### src/sv/crcfr_pkg.sv
// Shared types and constants of the CRC-8 command frame receiver.
// Used by the register block, the frame parser, the core and the checker.
// Depends on nothing.
package crcfr_pkg;

  // Longest payload that a frame may announce; a larger length byte is dropped.
  localparam logic [7:0] MAX_PAYLOAD = 8'd32;
  // CRC-8 generator polynomial without the top bit.
  localparam logic [7:0] CRC_POLY = 8'h07;
  // Number of payload bytes kept for a command.
  localparam int CMD_BYTES = 5;

  localparam logic [7:0]  START_MARKER_RST = 8'hAA;
  localparam logic [7:0]  CMD_TYPE_RST     = 8'h01;
  localparam logic [7:0]  YAW_MASK_RST     = 8'h01;
  localparam logic [7:0]  ODO_MASK_RST     = 8'h02;
  localparam logic [15:0] TIMEOUT_RST      = 16'd50;

  typedef enum logic [2:0] {
    REG_START_MARKER = 3'd0,
    REG_CMD_TYPE     = 3'd1,
    REG_YAW_MASK     = 3'd2,
    REG_ODO_MASK     = 3'd3,
    REG_TIMEOUT      = 3'd4
  } reg_idx_t;

  typedef enum logic [2:0] {
    PH_HUNT = 3'd0,
    PH_TYPE = 3'd1,
    PH_LEN  = 3'd2,
    PH_BODY = 3'd3,
    PH_CRC  = 3'd4
  } phase_t;

  typedef enum logic [2:0] {
    ST_ACCEPTED = 3'd0,
    ST_CRC_ERR  = 3'd1,
    ST_IGNORED  = 3'd2,
    ST_TIMEOUT  = 3'd3,
    ST_OVERLONG = 3'd4
  } status_t;

  typedef struct packed {
    logic [7:0]  start_marker;
    logic [7:0]  cmd_type;
    logic [7:0]  yaw_mask;
    logic [7:0]  odo_mask;
    logic [15:0] timeout_ticks;
  } cfg_t;

  typedef struct packed {
    status_t           status;
    logic signed [7:0] direction;
    logic [7:0]        speed;
    logic [7:0]        servo;
    logic [7:0]        led_mode;
    logic              reset_heading;
    logic              reset_odometer;
  } result_t;

endpackage

### src/sv/crc8_command_frame_receiver_core.sv
// Top level of the CRC-8 command frame receiver: input register, parser, result register.
// Depends on crcfr_pkg, crcfr_cfg and crcfr_parser.
//
//   channel | direction | contents
//   in_     | slave     | tuser: mode; tdata: rx_byte
//   out_    | master    | tuser: status; tdata: command fields
//   cfg_    | APB slave | five registers at byte addresses 0, 4, 8, 12, 16
//
// One item per clock while the result is not stalled: an accepted item is held in the input
// register, and the parser updates its state and the result register when it advances out.
// The input register and the result register lie between an input transfer and its result;
// the CRC byte update and header checks are combinational. Reset is synchronous and clears
// all control state. A stalled result holds the input register only when both are full.
module crc8_command_frame_receiver_core (
  input  logic        clk,
  input  logic        rst_n,
  input  logic        in_tvalid,
  output logic        in_tready,
  input  logic [7:0]  in_tdata,   // [7:0] rx_byte
  input  logic        in_tuser,   // [0] mode
  output logic        out_tvalid,
  input  logic        out_tready,
  output logic [39:0] out_tdata,  // [7:0] direction, [15:8] speed, [23:16] servo,
                                  // [31:24] led_mode, [32] reset_heading,
                                  // [33] reset_odometer, [39:34] zero
  output logic [2:0]  out_tuser,  // [2:0] status
  input  logic        cfg_psel,
  input  logic        cfg_penable,
  input  logic        cfg_pwrite,
  input  logic [4:0]  cfg_paddr,
  input  logic [31:0] cfg_pwdata,
  output logic [31:0] cfg_prdata,
  output logic        cfg_pready
);
  import crcfr_pkg::*;

  cfg_t       cfg;
  logic       in_valid_r, in_valid_nxt;
  logic       in_mode_r;
  logic [7:0] in_byte_r;
  logic       advance;
  logic       res_valid;
  result_t    res;
  logic       out_valid_r, out_valid_nxt;
  result_t    out_res_r;

  crcfr_cfg u_cfg (
    .clk     (clk),
    .rst_n   (rst_n),
    .psel    (cfg_psel),
    .penable (cfg_penable),
    .pwrite  (cfg_pwrite),
    .paddr   (cfg_paddr),
    .pwdata  (cfg_pwdata),
    .prdata  (cfg_prdata),
    .cfg     (cfg)
  );

  assign cfg_pready = 1'b1;

  // The held item moves on whenever the result register is free or being emptied.
  assign advance   = in_valid_r & (~out_valid_r | out_tready);
  assign in_tready = rst_n & (~in_valid_r | advance);

  always_comb begin
    in_valid_nxt = in_valid_r;
    if (in_tvalid && in_tready) in_valid_nxt = 1'b1;
    else if (advance)           in_valid_nxt = 1'b0;
  end

  always_ff @(posedge clk) begin
    if (!rst_n) in_valid_r <= 1'b0;
    else        in_valid_r <= in_valid_nxt;
  end

  always_ff @(posedge clk) begin
    if (in_tvalid && in_tready) begin
      in_mode_r <= in_tuser;
      in_byte_r <= in_tdata;
    end
  end

  crcfr_parser u_parser (
    .clk        (clk),
    .rst_n      (rst_n),
    .item_valid (advance),
    .mode       (in_mode_r),
    .rx_byte    (in_byte_r),
    .cfg        (cfg),
    .res_valid  (res_valid),
    .res        (res)
  );

  always_comb begin
    out_valid_nxt = out_valid_r;
    if (advance)         out_valid_nxt = res_valid;
    else if (out_tready) out_valid_nxt = 1'b0;
  end

  always_ff @(posedge clk) begin
    if (!rst_n) out_valid_r <= 1'b0;
    else        out_valid_r <= out_valid_nxt;
  end

  always_ff @(posedge clk) begin
    if (advance && res_valid) out_res_r <= res;
  end

  assign out_tvalid = out_valid_r;
  assign out_tuser  = out_res_r.status;
  assign out_tdata  = {6'd0, out_res_r.reset_odometer, out_res_r.reset_heading,
                       out_res_r.led_mode, out_res_r.servo, out_res_r.speed,
                       out_res_r.direction};

endmodule

### src/sv/crcfr_cfg.sv
// Configuration register block with an APB-style write and read port.
// Depends on crcfr_pkg for the register indexes, reset values and cfg_t.
module crcfr_cfg (
  input  logic                 clk,
  input  logic                 rst_n,
  input  logic                 psel,
  input  logic                 penable,
  input  logic                 pwrite,
  input  logic [4:0]           paddr,
  input  logic [31:0]          pwdata,
  output logic [31:0]          prdata,
  output crcfr_pkg::cfg_t      cfg
);
  import crcfr_pkg::*;

  cfg_t     cfg_r;
  cfg_t     cfg_nxt;
  reg_idx_t idx;
  logic     wr_en;

  assign idx   = reg_idx_t'(paddr[4:2]);
  assign wr_en = psel & penable & pwrite;

  always_comb begin
    cfg_nxt = cfg_r;
    if (wr_en) begin
      unique case (idx)
        REG_START_MARKER: cfg_nxt.start_marker  = pwdata[7:0];
        REG_CMD_TYPE:     cfg_nxt.cmd_type      = pwdata[7:0];
        REG_YAW_MASK:     cfg_nxt.yaw_mask      = pwdata[7:0];
        REG_ODO_MASK:     cfg_nxt.odo_mask      = pwdata[7:0];
        REG_TIMEOUT:      cfg_nxt.timeout_ticks = pwdata[15:0];
        default:          cfg_nxt = cfg_r;
      endcase
    end
  end

  always_ff @(posedge clk) begin
    if (!rst_n) begin
      cfg_r.start_marker  <= START_MARKER_RST;
      cfg_r.cmd_type      <= CMD_TYPE_RST;
      cfg_r.yaw_mask      <= YAW_MASK_RST;
      cfg_r.odo_mask      <= ODO_MASK_RST;
      cfg_r.timeout_ticks <= TIMEOUT_RST;
    end else begin
      cfg_r <= cfg_nxt;
    end
  end

  always_comb begin
    unique case (idx)
      REG_START_MARKER: prdata = {24'd0, cfg_r.start_marker};
      REG_CMD_TYPE:     prdata = {24'd0, cfg_r.cmd_type};
      REG_YAW_MASK:     prdata = {24'd0, cfg_r.yaw_mask};
      REG_ODO_MASK:     prdata = {24'd0, cfg_r.odo_mask};
      REG_TIMEOUT:      prdata = {16'd0, cfg_r.timeout_ticks};
      default:          prdata = 32'd0;
    endcase
  end

  assign cfg = cfg_r;

endmodule

### src/sv/crcfr_parser.sv
// Frame parser: phase state machine, running CRC-8, payload store and timeout counter.
// Depends on crcfr_pkg; consumes one registered item per cycle and reports a result.
module crcfr_parser (
  input  logic                 clk,
  input  logic                 rst_n,
  input  logic                 item_valid,
  input  logic                 mode,
  input  logic [7:0]           rx_byte,
  input  crcfr_pkg::cfg_t      cfg,
  output logic                 res_valid,
  output crcfr_pkg::result_t   res
);
  import crcfr_pkg::*;

  phase_t      phase_r, phase_nxt;
  logic [7:0]  ftype_r, ftype_nxt;
  logic [5:0]  flen_r, flen_nxt;
  logic [5:0]  seen_r, seen_nxt;
  logic [7:0]  crc_r, crc_nxt;
  logic [15:0] idle_r, idle_nxt;
  logic [7:0]  cb_r [CMD_BYTES];
  logic        cb_we;
  logic [2:0]  cb_idx;
  logic [5:0]  seen_inc;
  logic [7:0]  flags;

  // One byte of CRC-8, MSB first, processed bit by bit.
  function automatic logic [7:0] crc8_byte(input logic [7:0] crc, input logic [7:0] b);
    logic [7:0] c;
    c = crc ^ b;
    for (int k = 0; k < 8; k++) begin
      c = c[7] ? ({c[6:0], 1'b0} ^ CRC_POLY) : {c[6:0], 1'b0};
    end
    return c;
  endfunction

  assign seen_inc = seen_r + 6'd1;
  assign cb_idx   = seen_r[2:0];
  // The flag byte only exists in a five-byte command.
  assign flags    = (flen_r == 6'd5) ? cb_r[4] : 8'd0;

  always_comb begin
    phase_nxt = phase_r;
    ftype_nxt = ftype_r;
    flen_nxt  = flen_r;
    seen_nxt  = seen_r;
    crc_nxt   = crc_r;
    idle_nxt  = idle_r;
    cb_we     = 1'b0;
    res_valid = 1'b0;
    res       = '0;
    if (item_valid) begin
      if (mode) begin
        // Ticks only count while the body or the check byte is awaited.
        if (phase_r == PH_BODY || phase_r == PH_CRC) begin
          if (idle_r >= cfg.timeout_ticks) begin
            phase_nxt  = PH_HUNT;
            res_valid  = 1'b1;
            res.status = ST_TIMEOUT;
          end else begin
            idle_nxt = idle_r + 16'd1;
          end
        end
      end else begin
        unique case (phase_r)
          PH_HUNT: begin
            if (rx_byte == cfg.start_marker) phase_nxt = PH_TYPE;
          end
          PH_TYPE: begin
            ftype_nxt = rx_byte;
            crc_nxt   = crc8_byte(8'd0, rx_byte);
            phase_nxt = PH_LEN;
          end
          PH_LEN: begin
            if (rx_byte > MAX_PAYLOAD) begin
              phase_nxt  = PH_HUNT;
              res_valid  = 1'b1;
              res.status = ST_OVERLONG;
            end else begin
              flen_nxt  = rx_byte[5:0];
              crc_nxt   = crc8_byte(crc_r, rx_byte);
              seen_nxt  = 6'd0;
              idle_nxt  = 16'd0;
              phase_nxt = (rx_byte[5:0] == 6'd0) ? PH_CRC : PH_BODY;
            end
          end
          PH_BODY: begin
            cb_we    = (seen_r < 6'(CMD_BYTES));
            crc_nxt  = crc8_byte(crc_r, rx_byte);
            seen_nxt = seen_inc;
            if (seen_inc >= flen_r) phase_nxt = PH_CRC;
          end
          PH_CRC: begin
            phase_nxt = PH_HUNT;
            res_valid = 1'b1;
            if (rx_byte != crc_r) begin
              res.status = ST_CRC_ERR;
            end else if (ftype_r == cfg.cmd_type &&
                         (flen_r == 6'd4 || flen_r == 6'd5)) begin
              res.status         = ST_ACCEPTED;
              res.direction      = cb_r[0];
              res.speed          = cb_r[1];
              res.servo          = cb_r[2];
              res.led_mode       = cb_r[3];
              res.reset_heading  = |(flags & cfg.yaw_mask);
              res.reset_odometer = |(flags & cfg.odo_mask);
            end else begin
              res.status = ST_IGNORED;
            end
          end
          default: phase_nxt = PH_HUNT;
        endcase
      end
    end
  end

  always_ff @(posedge clk) begin
    if (!rst_n) begin
      phase_r <= PH_HUNT;
      ftype_r <= 8'd0;
      flen_r  <= 6'd0;
      seen_r  <= 6'd0;
      crc_r   <= 8'd0;
      idle_r  <= 16'd0;
    end else begin
      phase_r <= phase_nxt;
      ftype_r <= ftype_nxt;
      flen_r  <= flen_nxt;
      seen_r  <= seen_nxt;
      crc_r   <= crc_nxt;
      idle_r  <= idle_nxt;
    end
  end

  always_ff @(posedge clk) begin
    if (cb_we) cb_r[cb_idx] <= rx_byte;
  end

endmodule

### config.mk
export PLATFORM = sky130hd
export DESIGN_NAME = crc8_command_frame_receiver_core
export DESIGN_NICKNAME = d
export VERILOG_FILES = /design/src/sv/crcfr_pkg.sv /design/src/sv/crc8_command_frame_receiver_core.sv /design/src/sv/crcfr_cfg.sv /design/src/sv/crcfr_parser.sv
export SDC_FILE = /design/constraint.sdc
export NUM_CORES = 1
export LEC_CHECK = 0
export BUFFER_PORTS_ARGS = -buffer_cell sky130_fd_sc_hd__clkbuf_2
export CELL_PAD_IN_SITES_DETAIL_PLACEMENT = 1
export CELL_PAD_IN_SITES_GLOBAL_PLACEMENT = 2
export CORE_ASPECT_RATIO = 1.5
export CORE_MARGIN = 2
export CORE_UTILIZATION = 39
export DETAILED_ROUTE_END_ITERATION = 7
export PLACE_DENSITY_LB_ADDON = 0.1
export SYNTH_ARGS = -nofsm -noshare
export SYNTH_HDL_FRONTEND = slang
export SYNTH_SLANG_ARGS = --single-unit
### constraint.sdc
create_clock -name clk -period 6.7 [get_ports clk]
set_input_delay 1.005 -clock clk [delete_from_list [all_inputs] [get_ports clk]]
set_output_delay 1.005 -clock clk [all_outputs]
set_load 0.005 [all_outputs]
[Yosys cells after proc, flatten, opt, wreduce, memory -nomap -nowiden]
Memories as Yosys holds them, arrays and structs flattened. A register that Yosys moved wholly into a read port is not among the register bits.
Cells that the tools add are included.
W data, S select, Z words.
Word-level totals
  flip-flop bits (word level): 111
  bits in writable memories: 40
  input bits: 53
  output and inout bits: 78
  logic and storage cells: 161
  memories: 1
Cells by class
  add/sub/neg operators: 2
  $lt $le $gt $ge: 4
  equality and inequality tests: 20
  muxes and demuxes: 57
  bitwise logic cells: 32
  reduce and logical (&&, ||, !) cells: 27
Memories
  u_parser.cb_r: depth 5, bits a word 8, read ports 5, clocked after memory_dff 4, wr ports 1, line crcfr_parser.sv:21  | logic [7:0] cb_r [CMD_BYTES];
Operator list (count)
  $mux W3: 27
  $mux W16: 5
  $pmux W16 S5: 1
  $not A3 Y3: 16
  $pmux W8 S3: 1
  $add A16 B1 Y16 const B: 1
  $and A8 B8 Y8: 2
  $eq A8 B8 Y1: 2
  $ge A16 B16 Y1: 1
  $mux W8: 2
  $reduce_or A8 Y1: 2
  $mux W1: 14
  $eq A3 B2 Y1 const B: 4
  $eq A6 B3 Y1 const B: 2
  $pmux W3 S4: 1
  $pmux W6 S2: 1
  $reduce_and A4 Y1: 3
  $reduce_and A2 Y1: 5
  $reduce_and A5 Y1: 2
  $gt A8 B6 Y1 const B: 1
  $ne A8 B8 Y1: 1
  $reduce_bool A2 Y1: 4
  $xor A8 B8 Y8: 1
  $not A1 Y1: 7
  other kinds (22): 36

[Longest topological paths before layout]
Gate-level depths: netlist of run 1.
  word-level depth: 19
  mapped depth: 10
  mapped depth without buffers: 10

[By module]
From an unflattened synthesis of run 1, not the netlist that was laid out.
Unflattened totals
  cell total of the unflattened synthesis: 889
  area total of the unflattened synthesis: 9226.3 µm²
By module, submodules not included
  crcfr_parser: instances 1, cells an instance 570, area an instance 5330.1 µm², sequential area each 2142.1 µm²
  crcfr_cfg: instances 1, cells an instance 251, area an instance 2341.0 µm², sequential area each 960.9 µm²
  crc8_command_frame_receiver_core: instances 1, cells an instance 68, area an instance 1555.2 µm², sequential area each 1421.4 µm²

[Least setup slack after synthesis of run 1]
Ideal clock, no wire load.
  path type: input to register
  start: input port out_tready
  end: register out_res_r, in the netlist out_tdata[0] (enable)
  setup time: 0.395 ns
  arrival: 2.681 ns
  required time: 6.305 ns
  setup slack: 3.624 ns
  stages: 6
  path buffers: 1
  path through: nand2b_1 > nand2_1 > nor2_1 > clkbuf_1 > nand2_1 > nand2_1
Between the ends
  word-level cells in the longest chain between the ends: 4
  elaborated cells between the ends (all ways): 6
  classes of those cells: mux (1); bitwise (3); reduce/logical (2)
RTL lines
  from (decl): line crc8_command_frame_receiver_core.sv:22  | input logic out_tready,
  $or A1 B1 Y1 *: line crc8_command_frame_receiver_core.sv:62  | assign advance = in_valid_r & (~out_valid_r | out_tready);
  $and A1 B1 Y1 *: line crc8_command_frame_receiver_core.sv:62
  $not A1 Y1 (no source line) or $mux W1 (tied branches)
  $reduce_or A5 Y1 (no source line) or $logic_and A1 B1 Y1 (tied branches)
  to (signal assigned): line crc8_command_frame_receiver_core.sv:106  | if (advance && res_valid) out_res_r <= res;
  to (decl): line crc8_command_frame_receiver_core.sv:45  | result_t out_res_r;
Mark *: on every way between the ends. The rest lies on a longest branch, timed or not.
A chain may end at the register's enable or synchronous reset.

[Final worst setup path of run 1]
  start: input port cfg_paddr[2]
  end: output port cfg_prdata[1]
Between the ends
  word-level cells in the longest chain between the ends: 2
  elaborated cells between the ends (all ways): 6
  classes of those cells: eq/ne (4); mux (1); reduce/logical (1)
RTL lines
  from (decl): line crc8_command_frame_receiver_core.sv:30  | input logic [4:0] cfg_paddr,
  $eq A3 B3 Y1 (tied with other cells): line crcfr_cfg.sv:51  | unique case (idx)
  $pmux W16 S5 *: line crcfr_cfg.sv:51
  to (decl): line crc8_command_frame_receiver_core.sv:32  | output logic [31:0] cfg_prdata,
Marked as above.

==> summary.txt, run 1 <==
Drt
  • DRT Pass-1 Iters: 4
  • WL per Instance: 20.5 um
  • Routed Antenna Nets: 0
  • DR iter-0 viols: 315
  • DRC violations left: 0
  • Via density per instance: about 5.4
  • Vias: 6,694
  • Final wirelength: 25,300 um

Place
  • RD Place Congestion: 0.847
  • I/O Buffers: approximately 90
  • Post-detail-place hpwl: 18,500 um

Global route
  • Met3 Use GR: between 4 and 5%
  • First-pass GRT wire length: 39,700 um
  • Number of global-route vias before repair: 7,179
  • M1 GR Usage: 23.5%
  • Total grt overflow: 0
  • Layer with the highest usage: met2
  • GRT Total Usage: 21.7%
  • Initial antenna violation count: 0
  • Largest net degree at the start of global routing: 70
  • GR Util met2: 41.1%

Power
  • Overall Power: roughly 2.4 mW
  • Maximum vdd drop: 0.193 mV
  • Leakage power: 3.71 nW
  • Power Density: approximately 240 nW/um^2

Worst hold path
  • Worst Hold Path Cells: 2
  • Path type of the worst min-delay path: flip-flop to flip-flop
  • Worst Hold End: u_cfg.cfg[11]
  • Hold path startpoint: u_cfg.cfg[11]

Status
  • Status: finished, final reports clean

Synth
  • Synth top area cells: edfxtp_1, dfxtp_1, ha_1
  • Synth async-reset ratio: 0%
  • Syn Std Cell Area: ~8800 um^2
  • Area fraction in compound gates after synthesis: 11.3%
  • FF+latch count, synth: roughly 180
  • Post-synthesis xor/xnor area fraction: 5.15%
  • Synth cell types: 55
  • Mux contribution to synthesized area: under 10%
  • Top cell type by total area after synthesis: edfxtp_1
  • Syn avg cell area: 10.1 um^2
  • Most frequent cell after synthesis: nand2_1
  • Largest family of logic cells by synthesized area: simple AND/OR/NAND/NOR gates
  • Primary FF master, synth: dfxtp_1
  • Synth cell count leaders: nand2_1, dfxtp_1, edfxtp_1
  • Post-Synth Adder-Cell Area: under 10%
  • Synth top area share: 29.5%
  • Number of synthesized flops with an enable pin: 86
  • Register area share after synthesis: 51.6%
  • Mapped Cells: a little under 900
  • Synth warnings: 0
  • Synth Area in Simple Gates: 16.4%

STA
  • Final setup vio count: 0
  • Final Hold Viols: 0
  • Max Fclk: approximately 280 MHz
  • Final period util: 53.4%
  • Max-slew violation count: 0
  • RSZ-0062 raised after global routing: false
  • Worst-margin pin slew: 1.22 ns
  • Post-route setup TNS: 0 ns
  • Clock Skews: 0.0131 ns
  • Crit path time final: between 3 and 4 ns
  • Max_slew headroom: 18.3%

Final layout
  • Synth-to-layout area growth: 14.8%
  • Filler cells: 2,471
  • Layout cells sized above 1: 16.1%
  • Final net count: 1,034
  • N_diodes: 0

Critical path
  • CP Max Fanout: 15
  • Worst path arrival time: 2.58 ns
  • Crit path kind: input pin to primary output
  • R2r endpoint: u_parser.cb_r[4][3]
  • Worst reg2reg path depth: 5
  • R2R Setup Slk: 3.29 ns
  • Worst reg2reg startpoint: u_parser.phase_r[1]
  • Data required time of the worst path: 5.69 ns
  • Crit end category: primary output
  • Critical path launch point type: input pin

Clock tree
  • CTS Hold Bufs: 0
  • Clock Sink Count: 183
  • Inserted Clock Buffers: 17
  • H-Tree Depth: 4
  • CTS tree: done
  • Clock Root Buffer: clkbuf_16
  • Clock-pin slew on the worst setup and hold paths: 0.07 ns
  • Worst-Skew Late Latency: 0.45 ns
  • Post-CTS resize count: 0
  • CTS max path bufs: 2
  • Post-CTS setup buffers: 0

Die
  • Chip width: 126 um
  • Die Ht: 188 um
  • Core Region: 22,200 um^2
  • Ports: ~130
  • Initial cell density of the core: 39.4%
  • Site Rows: 67
  • Die area: 23,700 um^2

Run
  • Total of max-cap violations: 0
## metal layers
| layer | share of wire, % | vias up |
|---|---|---|
| met4 | 2.8 | 0 |
| li1 | - | 3187 |
| met1 | 39 | 3324 |
| met3 | 3.0 | 44 |
| met2 | 55 | 139 |
| met5 | 0 | - |
## critical path, cell delays in order
cell and delay, ns:
clkbuf_2 0.35, nor2b_1 0.52, a22oi_1 0.19, o22ai_1 0.32
clkbuf_2 0.18
## worst max-delay path by stage
stage                             from            end  slack [ns]  depth (start not counted)
after floorplan             out_tready   out_tdata[0]        3.62                          6
after detailed placement    out_tready  out_tdata[33]        2.63                          7
after CTS                   out_tready  out_tdata[33]        3.05                          7
final                     cfg_paddr[2]  cfg_prdata[1]        3.12                          5
after global routing      cfg_paddr[2]  cfg_prdata[5]        3.04                          5
after global placement      out_tready  out_tdata[33]        2.75                          7
## sequential cells by signal, summed over array words and instances, names as in the netlist, 6 cells and up
signal	cells
in_byte_r	8
out_tdata	34
u_cfg.cfg	48
u_parser.cb_r	40
u_parser.crc_r	8
u_parser.flen_r	6
u_parser.ftype_r	8
u_parser.idle_r	16
u_parser.seen_r	6
## where the power goes
group	switching, mW	total, mW	internal (mW)
Combinational	0.0905	0.141	0.0501
Clock	0.467	1.10	0.636
Sequential	0.00810	1.18	1.17
Total	0.565	2.42	1.86
## cells in the final DEF (no fill, tap or decap), drive strengths merged, types with 10 or more instances in the layout
cell type  count
edfxtp        86
conb          23
inv           43
o31ai         10
o22ai         12
nand3         35
clkbuf       107
a21oi         41
nand4         10
and2          34
xnor2         36
o21ai         25
buf           13
mux2i         37
dfxtp         97
a22oi         26
nor2          86
ha            33
nand2         98
xor2          13
## stage by stage
stage	cell area (um^2)	hold WS [ns]	std cells	util, %	setup WS [ns]
global placement	9410	0.444	1204	42.4	2.75
global route	10100	0.488	1237	45.3	3.04
detailed placement	9410	0.457	1204	42.4	2.63
finish	10100	0.462	1237	45.3	3.12
CTS	10000	0.466	1236	45.2	3.05
floorplan	8840	0.436	889	-	3.62
## final cells by class
type                       count  area (um^2)  area share [%]
sequential                   183         4520            45.0
multi-input combinational    608         3870            38.5
timing repair buffer         102          551            5.47
clock buffer                  18          429            4.27
tap                          276          345            3.43
clock inverter                14          208            2.06
inverter                      36          135            1.34
## cells by family after synthesis
group	after synthesis
AOI/OAI and AO/OA	153
xor gates and xnor gates	50
adders and majority gates	33
buffers and inverters	98
DFF	183
muxes	46
other	2
and+or+nand+nor	303
(Power assumes the default switching activity.)
==> run 2: changes to the inputs <==
ABC_AREA = 1   (was unset)
CORE_UTILIZATION = 35   (was 39)
clock period = 3.3 ns   (was 6.7 ns; I/O delays follow)
==> run 2 against run 1 <==
Net effect:
- critical path depth increased by 3
- sequential power increased by 110%
- synthesized area increased by 6.5%
- register-to-register slack got worse by 2.5 ns
- setup slack got worse by 2.4 ns
- non-clock buffer count increased by 7
- critical endpoint is now out_tdata[15]
- largest cell class unchanged
==> summary.txt, run 2 <==
STA
  • Hold slack: 0.231 ns (-0.231 ns)
  • Final period util: between 70% and 80%
  • Clock Skews: 0.0107 ns (-0.00243 ns)
  • Max Fclk: 392 MHz
  • Crit path time final: 2.55 ns
  • Worst-margin pin slew: 1.01 ns (-0.212 ns)
  • Final setup vio count: 0 (unchanged)
  • RSZ-0062 raised after global routing: false
  • Post-route setup slack: 0.751 ns (-2.37 ns)
  • Max_slew headroom: 32.6% (+14 points)
  • Max-slew violation count: 0 (unchanged)
  • Post-route setup TNS: 0 ns (unchanged)
  • Final Hold Viols: 0 (unchanged)

Drt
  • WL per Instance: 17.8 um (-13%)
  • Routed Antenna Nets: 0 (unchanged)
  • Vias: 7,395 (+10%)
  • DRT Pass-1 Iters: 4 (unchanged)
  • Via density per instance: 4.85 (-10%)
  • DR iter-0 viols: 274 (-13%)
  • DRC violations left: 0 (unchanged)
  • Final wirelength: 27,100 um (+7.0%)

Final layout
  • Filler cells: 3,214 (+30%)
  • Layout cells sized above 1: 19.5% (+3.4 points)
  • Sequential cell area: 4520 um^2 (unchanged)
  • Max reg flops: 48 (unchanged)
  • Synth-to-layout area growth: 14.4%
  • Multi-input logic area: 3910 um^2 (+1.1%)
  • Final net count: 1,261 (+22%)
  • Most frequent cells in the layout: nand2_1, inv_1, nor2_1
  • Most common cell after layout, fill and taps aside: nand2_1

Global route
  • Largest net degree at the start of global routing: 78 (+11%)
  • First-pass GRT wire length: 42,300 um (+6.5%)
  • GRT Total Usage: 20.4% (-1.3 points)
  • Initial antenna violation count: 1 (+1)
  • Total grt overflow: 0 (unchanged)
  • Number of global-route vias before repair: 7,487 (+4.3%)

Synth
  • Synth Area in Simple Gates: 21.0% (+4.6 points)
  • Largest family of logic cells by synthesized area: simple AND/OR/NAND/NOR gates
  • Register area share after synthesis: 48.5% (-3.1 points)
  • Number of synthesized flops with an enable pin: 86 (unchanged)
  • Syn Std Cell Area: 9330 um^2 (+6.5%)
  • Mux contribution to synthesized area: 0% (-5.4 points)
  • Mapped Cells: 1,085 (+25%)
  • Synth cell count leaders: nand2_1, inv_1, nor2_1
  • Primary FF master, synth: dfxtp_1
  • Most frequent cell after synthesis: nand2_1
  • Post-Synth Adder-Cell Area: 4.43% (-0.29 points)
  • Syn avg cell area: 8.60 um^2 (-15%)
  • Synth async-reset ratio: 0% (unchanged)
  • FF+latch count, synth: 183 (unchanged)
  • Synth cell types: 50 (-9.1%)
  • Top cell type by total area after synthesis: edfxtp_1
  • Post-synthesis xor/xnor area fraction: 3.74% (-1.4 points)
  • Synth warnings: 0 (unchanged)
  • Synth top area share: 27.7% (-1.8 points)
  • Area fraction in compound gates after synthesis: 11.8% (+0.49 points)
  • Synth top area cells: edfxtp_1, dfxtp_1, nand2_1

Die
  • Ports: 131 (unchanged)
  • Site Rows: 73 (+9.0%)
  • Die Ht: 204 um (+8.7%)
  • Chip width: 137 um (+8.6%)
  • Core Region: 26,400 um^2 (+19%)
  • Die area: 28,000 um^2 (+18%)
  • Initial cell density of the core: 35.3% (-4.1 points)

Clock tree
  • Inserted Clock Buffers: 17 (unchanged)
  • Clock-pin slew on the worst setup and hold paths: 0.08 ns (about the same)
  • Post-CTS resize count: 0 (unchanged)
  • CTS max path bufs: 2 (unchanged)
  • CTS Hold Bufs: 0 (unchanged)
  • Clock Sink Count: 183 (unchanged)
  • Worst-Skew Late Latency: 0.45 ns (about the same)
  • Clock Root Buffer: clkbuf_16
  • Post-CTS setup buffers: 0 (unchanged)
  • H-Tree Depth: 4 (unchanged)
  • CTS tree: done

Critical path
  • Data required time of the worst path: 3.44 ns (-2.25 ns)
  • Worst path arrival time: 2.69 ns (+0.11 ns)
  • R2R Setup Slk: 0.75 ns (-2.54 ns)
  • Crit end category: flip-flop
  • Worst reg2reg path depth: 8 (+3)
  • Worst reg2reg startpoint: in_byte_r[6]
  • Crit path kind: flip-flop to flip-flop
  • Critical path launch point type: flip-flop
  • R2r endpoint: out_tdata[15]
  • CP Max Fanout: 37 (+22)

Status
  • Status: finished, final reports clean

Place
  • Dpl ws: 0.786 ns (-1.85 ns)
  • I/O Buffers: 89 (unchanged)
  • Post-detail-place hpwl: 20,600 um (+11%)
  • RD Place Congestion: 0.819 (-3.2%)

Worst hold path
  • Hold path startpoint: in_tdata[2]
  • Path type of the worst min-delay path: input pin to flip-flop
  • Worst Hold End: in_byte_r[2]
  • Worst Hold Path Cells: 1 (-1)

Run
  • Total of max-cap violations: 0 (unchanged)

Power
  • Power Density: 460 nW/um^2 (+91%)
  • Leakage power: 4.43 nW (+19%)
  • Maximum vdd drop: 0.386 mV (+100%)
[run 2: layer usage]
| metal | wire length [um] | GRT usage, % | vias up |
|---|---|---|---|
| li1 | - | - | 3716 |
| met1 | 10700 | 22.3 | 3534 |
| met2 | 15100 | 38.9 | 114 |
| met3 | 538 | 2.50 | 31 |
| met4 | 807 | 8.54 | 0 |
| met5 | 0 | 0 | - |
[run 2: critical path, cell delays in order (launching register included)]
cell      delay (ns)
edfxtp_1        0.76
inv_1           0.25
ha_1            0.28
nand4_1         0.13
nand3_2         0.13
nor2_1          0.18
a31oi_1         0.09
nand2_1         0.15
buf_12          0.23
[run 2: worst max path at each step]
stage,slack [ns],depth (start not counted),end,start
6_report,0.75,8,out_tdata[15],in_byte_r[6]
5_1_grt,0.55,11,u_parser.idle_r[8],in_byte_r[6]
4_1_cts,0.74,8,out_tdata[20],in_byte_r[6]
3_5_place_dp,0.79,8,out_tdata[15],in_byte_r[6]
3_3_place_gp,0.74,8,out_tdata[15],in_byte_r[6]
2_1_floorplan,0.80,9,out_tdata[0],in_byte_r[6]
[run 2: report_power, final]
part           total (mW)  switching, mW  internal (mW)
Clock                2.14          0.993           1.15
Sequential           2.43         0.0359           2.39
Combinational       0.341          0.226          0.115
[run 2: through the flow]
step / instance area, um^2 / util, % / instances / total power, mW
after global placement: 10100 / 38.1 / 1493 / 2.82
after floorplan: 9410 / - / 1106 / 2.70
after detailed placement: 10100 / 38.1 / 1493 / 2.82
after CTS: 10700 / 40.4 / 1525 / 4.99
after global routing: 10700 / 40.4 / 1526 / 5.10
final: 10700 / 40.4 / 1526 / 4.91
[run 2: logic make-up after synthesis]
family | count (synthesis)
AND/OR/NAND/NOR | 420
AO/OA/AOI/OAI | 192
buffers and inverters | 216
flip-flops | 183
other | 2
XOR/XNOR | 39
adder cells (fa/ha/maj) | 33
[run 2: area by class of cell]
cell class                 instances  share of cell area [%]
sequential                       183                    42.4
timing repair buffer             109                    5.70
clock inverter                    15                    1.70
multi-input combinational        707                    36.7
tap                              337                    3.95
clock buffer                      17                    3.99
inverter                         157                    5.55
antenna                            1                  0.0235
==> run 3: changes to the inputs <==
ABC_AREA = 0   (was 1)
CORE_UTILIZATION = 36   (was 35)
clock period = 2.5 ns   (was 3.3 ns; I/O delays follow)
==> run 3 against run 2 <==
Net effect:
- critical path depth shrank 1
- first-iteration DRC count decreased by 8.0%
- flip-flop and latch count unchanged
- clock power up 32%
- register-to-register slack got worse by 0.67 ns
- sequential power increased by 30%
- wire length is 6.0% lower
- critical endpoint is now out_tdata[18]
==> summary.txt, run 3 (synthesized netlist as in run 1, its figures left out) <==
Status
  • Status: finished, final reports clean

STA
  • Final period util: 96.7% (+19 points)
  • Final Hold Viols: 0 (unchanged)
  • RSZ-0062 raised after global routing: true
  • Final setup vio count: 0 (unchanged)
  • Max Fclk: 414 MHz (+5.5%)
  • Post-route setup slack: 0.0830 ns (-0.668 ns)
  • Hold slack: 0.112 ns (-0.119 ns)
  • Max-slew violation count: 0 (unchanged)
  • Crit path time final: 2.42 ns (-0.132 ns)
  • Post-route setup TNS: 0 ns (unchanged)
  • Worst-margin pin slew: 0.712 ns (-0.298 ns)
  • Max_slew headroom: 52.5% (+20 points)
  • Clock Skews: 0.0109 ns (+0.000237 ns)

Clock tree
  • Inserted Clock Buffers: 17 (unchanged)
  • H-Tree Depth: 4 (unchanged)
  • Clock Sink Count: 183 (unchanged)
  • Worst-Skew Late Latency: 0.44 ns (about the same)
  • CTS max path bufs: 2 (unchanged)
  • Clock Root Buffer: clkbuf_16
  • Clock-pin slew on the worst setup and hold paths: 0.07 ns (about the same)
  • CTS tree: done
  • CTS Hold Bufs: 0 (unchanged)

Drt
  • Routed Antenna Nets: 0 (unchanged)
  • Vias: 6,761 (-8.6%)
  • Final wirelength: 25,500 um (-6.0%)
  • DRC violations left: 0 (unchanged)
  • DRT Pass-1 Iters: 4 (unchanged)
  • WL per Instance: 19.2 um (+8.1%)
  • Via density per instance: 5.09 (+5.1%)
  • DR iter-0 viols: 252 (-8.0%)

Die
  • Site Rows: 69 (-5.5%)
  • Die Ht: 195 um (-4.3%)
  • Die area: 25,600 um^2 (-8.5%)
  • Core Region: 23,800 um^2 (-9.7%)
  • Initial cell density of the core: 36.8% (+1.4 points)
  • Ports: 131 (unchanged)
  • Chip width: 131 um (-4.3%)

Critical path
  • Worst path arrival time: 2.60 ns (-0.09 ns)
  • Critical path launch point type: flip-flop
  • Crit end category: flip-flop
  • Data required time of the worst path: 2.68 ns (-0.76 ns)
  • CP Max Fanout: 37 (unchanged)
  • Crit path kind: flip-flop to flip-flop

Final layout
  • Max reg flops: 48 (unchanged)
  • Most common cell after layout, fill and taps aside: nand2_1
  • Synth-to-layout area growth: 20.5%
  • Layout cells sized above 1: 21.1% (+1.6 points)
  • Final net count: 1,081 (-14%)
  • N_diodes: 0 (-1)
  • Most frequent cells in the layout: nand2_1, dfxtp_1, clkbuf_2
  • Multi-input logic area: 3950 um^2 (+1.1%)
  • Sequential cell area: 4530 um^2 (+0.11%)
  • Filler cells: 2,737 (-15%)
  • Final instance area: 10,600 um^2 (-1.0%)

Power
  • Leakage power: 3.96 nW (-11%)
  • Maximum vdd drop: 0.516 mV (+33%)
  • Power Density: 606 nW/um^2 (+32%)
  • Overall Power: 6.40 mW (+30%)

Global route
  • Number of global-route vias before repair: 7,344 (-1.9%)
  • Largest net degree at the start of global routing: 61 (-22%)
  • GRT Total Usage: 20.4% (about the same)
  • Total grt overflow: 0 (unchanged)
  • First-pass GRT wire length: 40,600 um (-3.9%)
  • Initial antenna violation count: 0 (-1)

Place
  • I/O Buffers: 89 (unchanged)
  • Placement Cell Area: 9800 um^2 (-2.5%)
  • Dpl ws: -0.195 ns (-0.982 ns)
  • Post-detail-place hpwl: 19,400 um (-5.4%)
  • RD Place Congestion: 0.833 (+1.6%)

Run
  • Total of max-cap violations: 0 (unchanged)

Worst hold path
  • Path type of the worst min-delay path: input pin to flip-flop
## run 3: changes by cell type in the layout (fill, tap and decap cells not counted), moves of 18 or more
| cell | delta |
|---|---|
| inv_1 | -106 |
| nand2_1 | -63 |
| o21ai_0 | -51 |
| nor2_2 | -39 |
| buf_4 | +37 |
| mux2i_1 | +37 |
| and2_1 | +34 |
| a21oi_1 | -29 |
| a22oi_1 | +22 |
| xnor2_1 | +19 |
| nor2_1 | -18 |
## run 3: timing repair
item / in CTS / in global routing
endpoints found under the setup margin: 17 / 99
gates cloned: 0 / 0
resized for setup: 5 / 14
pin swaps: 0 / 4
setup buffers: 0 / 7
## run 3: worst paths after layout
kind	to	cells after the start	startpoint	slack, ns
min	in_byte_r[6]	1	in_tdata[6]	0.11
max	out_tdata[18]	7	u_cfg.cfg[0]	0.08
max reg2reg	out_tdata[18]	7	u_cfg.cfg[0]	0.08
min reg2reg	u_cfg.cfg[8]	2	u_cfg.cfg[8]	0.46
## run 3: final cells by class
type,instances,area share (%)
inverters,36,1.28
clock buffers,20,4.23
multi-input cells,608,37.4
flip-flops and latches,183,42.9
clock inverters,12,1.56
well taps,319,3.78
repair buffers,149,8.79
## run 3: report_power, final
part	internal [mW]	total (mW)	switching, mW	leakage [nW]
Combinational	0.160	0.399	0.239	2.17
Clock	1.62	2.83	1.21	0.301
Sequential	3.14	3.17	0.0262	1.48
## run 3: worst max-delay path: stages, from the launching register on
cell	delay, ns
dfxtp_2	0.35
ha_1	0.28
nand2b_1	0.14
a2111o_1	0.45
a32oi_4	0.35
a21o_1	0.31
nand2_4	0.07
buf_12	0.18
## run 3: layer usage
layer,global-route usage [%],vias to the layer above,routed length (um)
li1,-,3269,-
met1,21.5,3322,9980
met2,39.4,130,13900
met3,3.71,40,811
met4,8.66,0,779
met5,0,-,0
## run 3: stage by stage
step | instances | utilization (%)
after floorplan | 889 | -
after global placement | 1288 | 41.1
after detailed placement | 1288 | 41.1
after CTS | 1320 | 43.8
after global routing | 1327 | 44.3
final | 1327 | 44.3
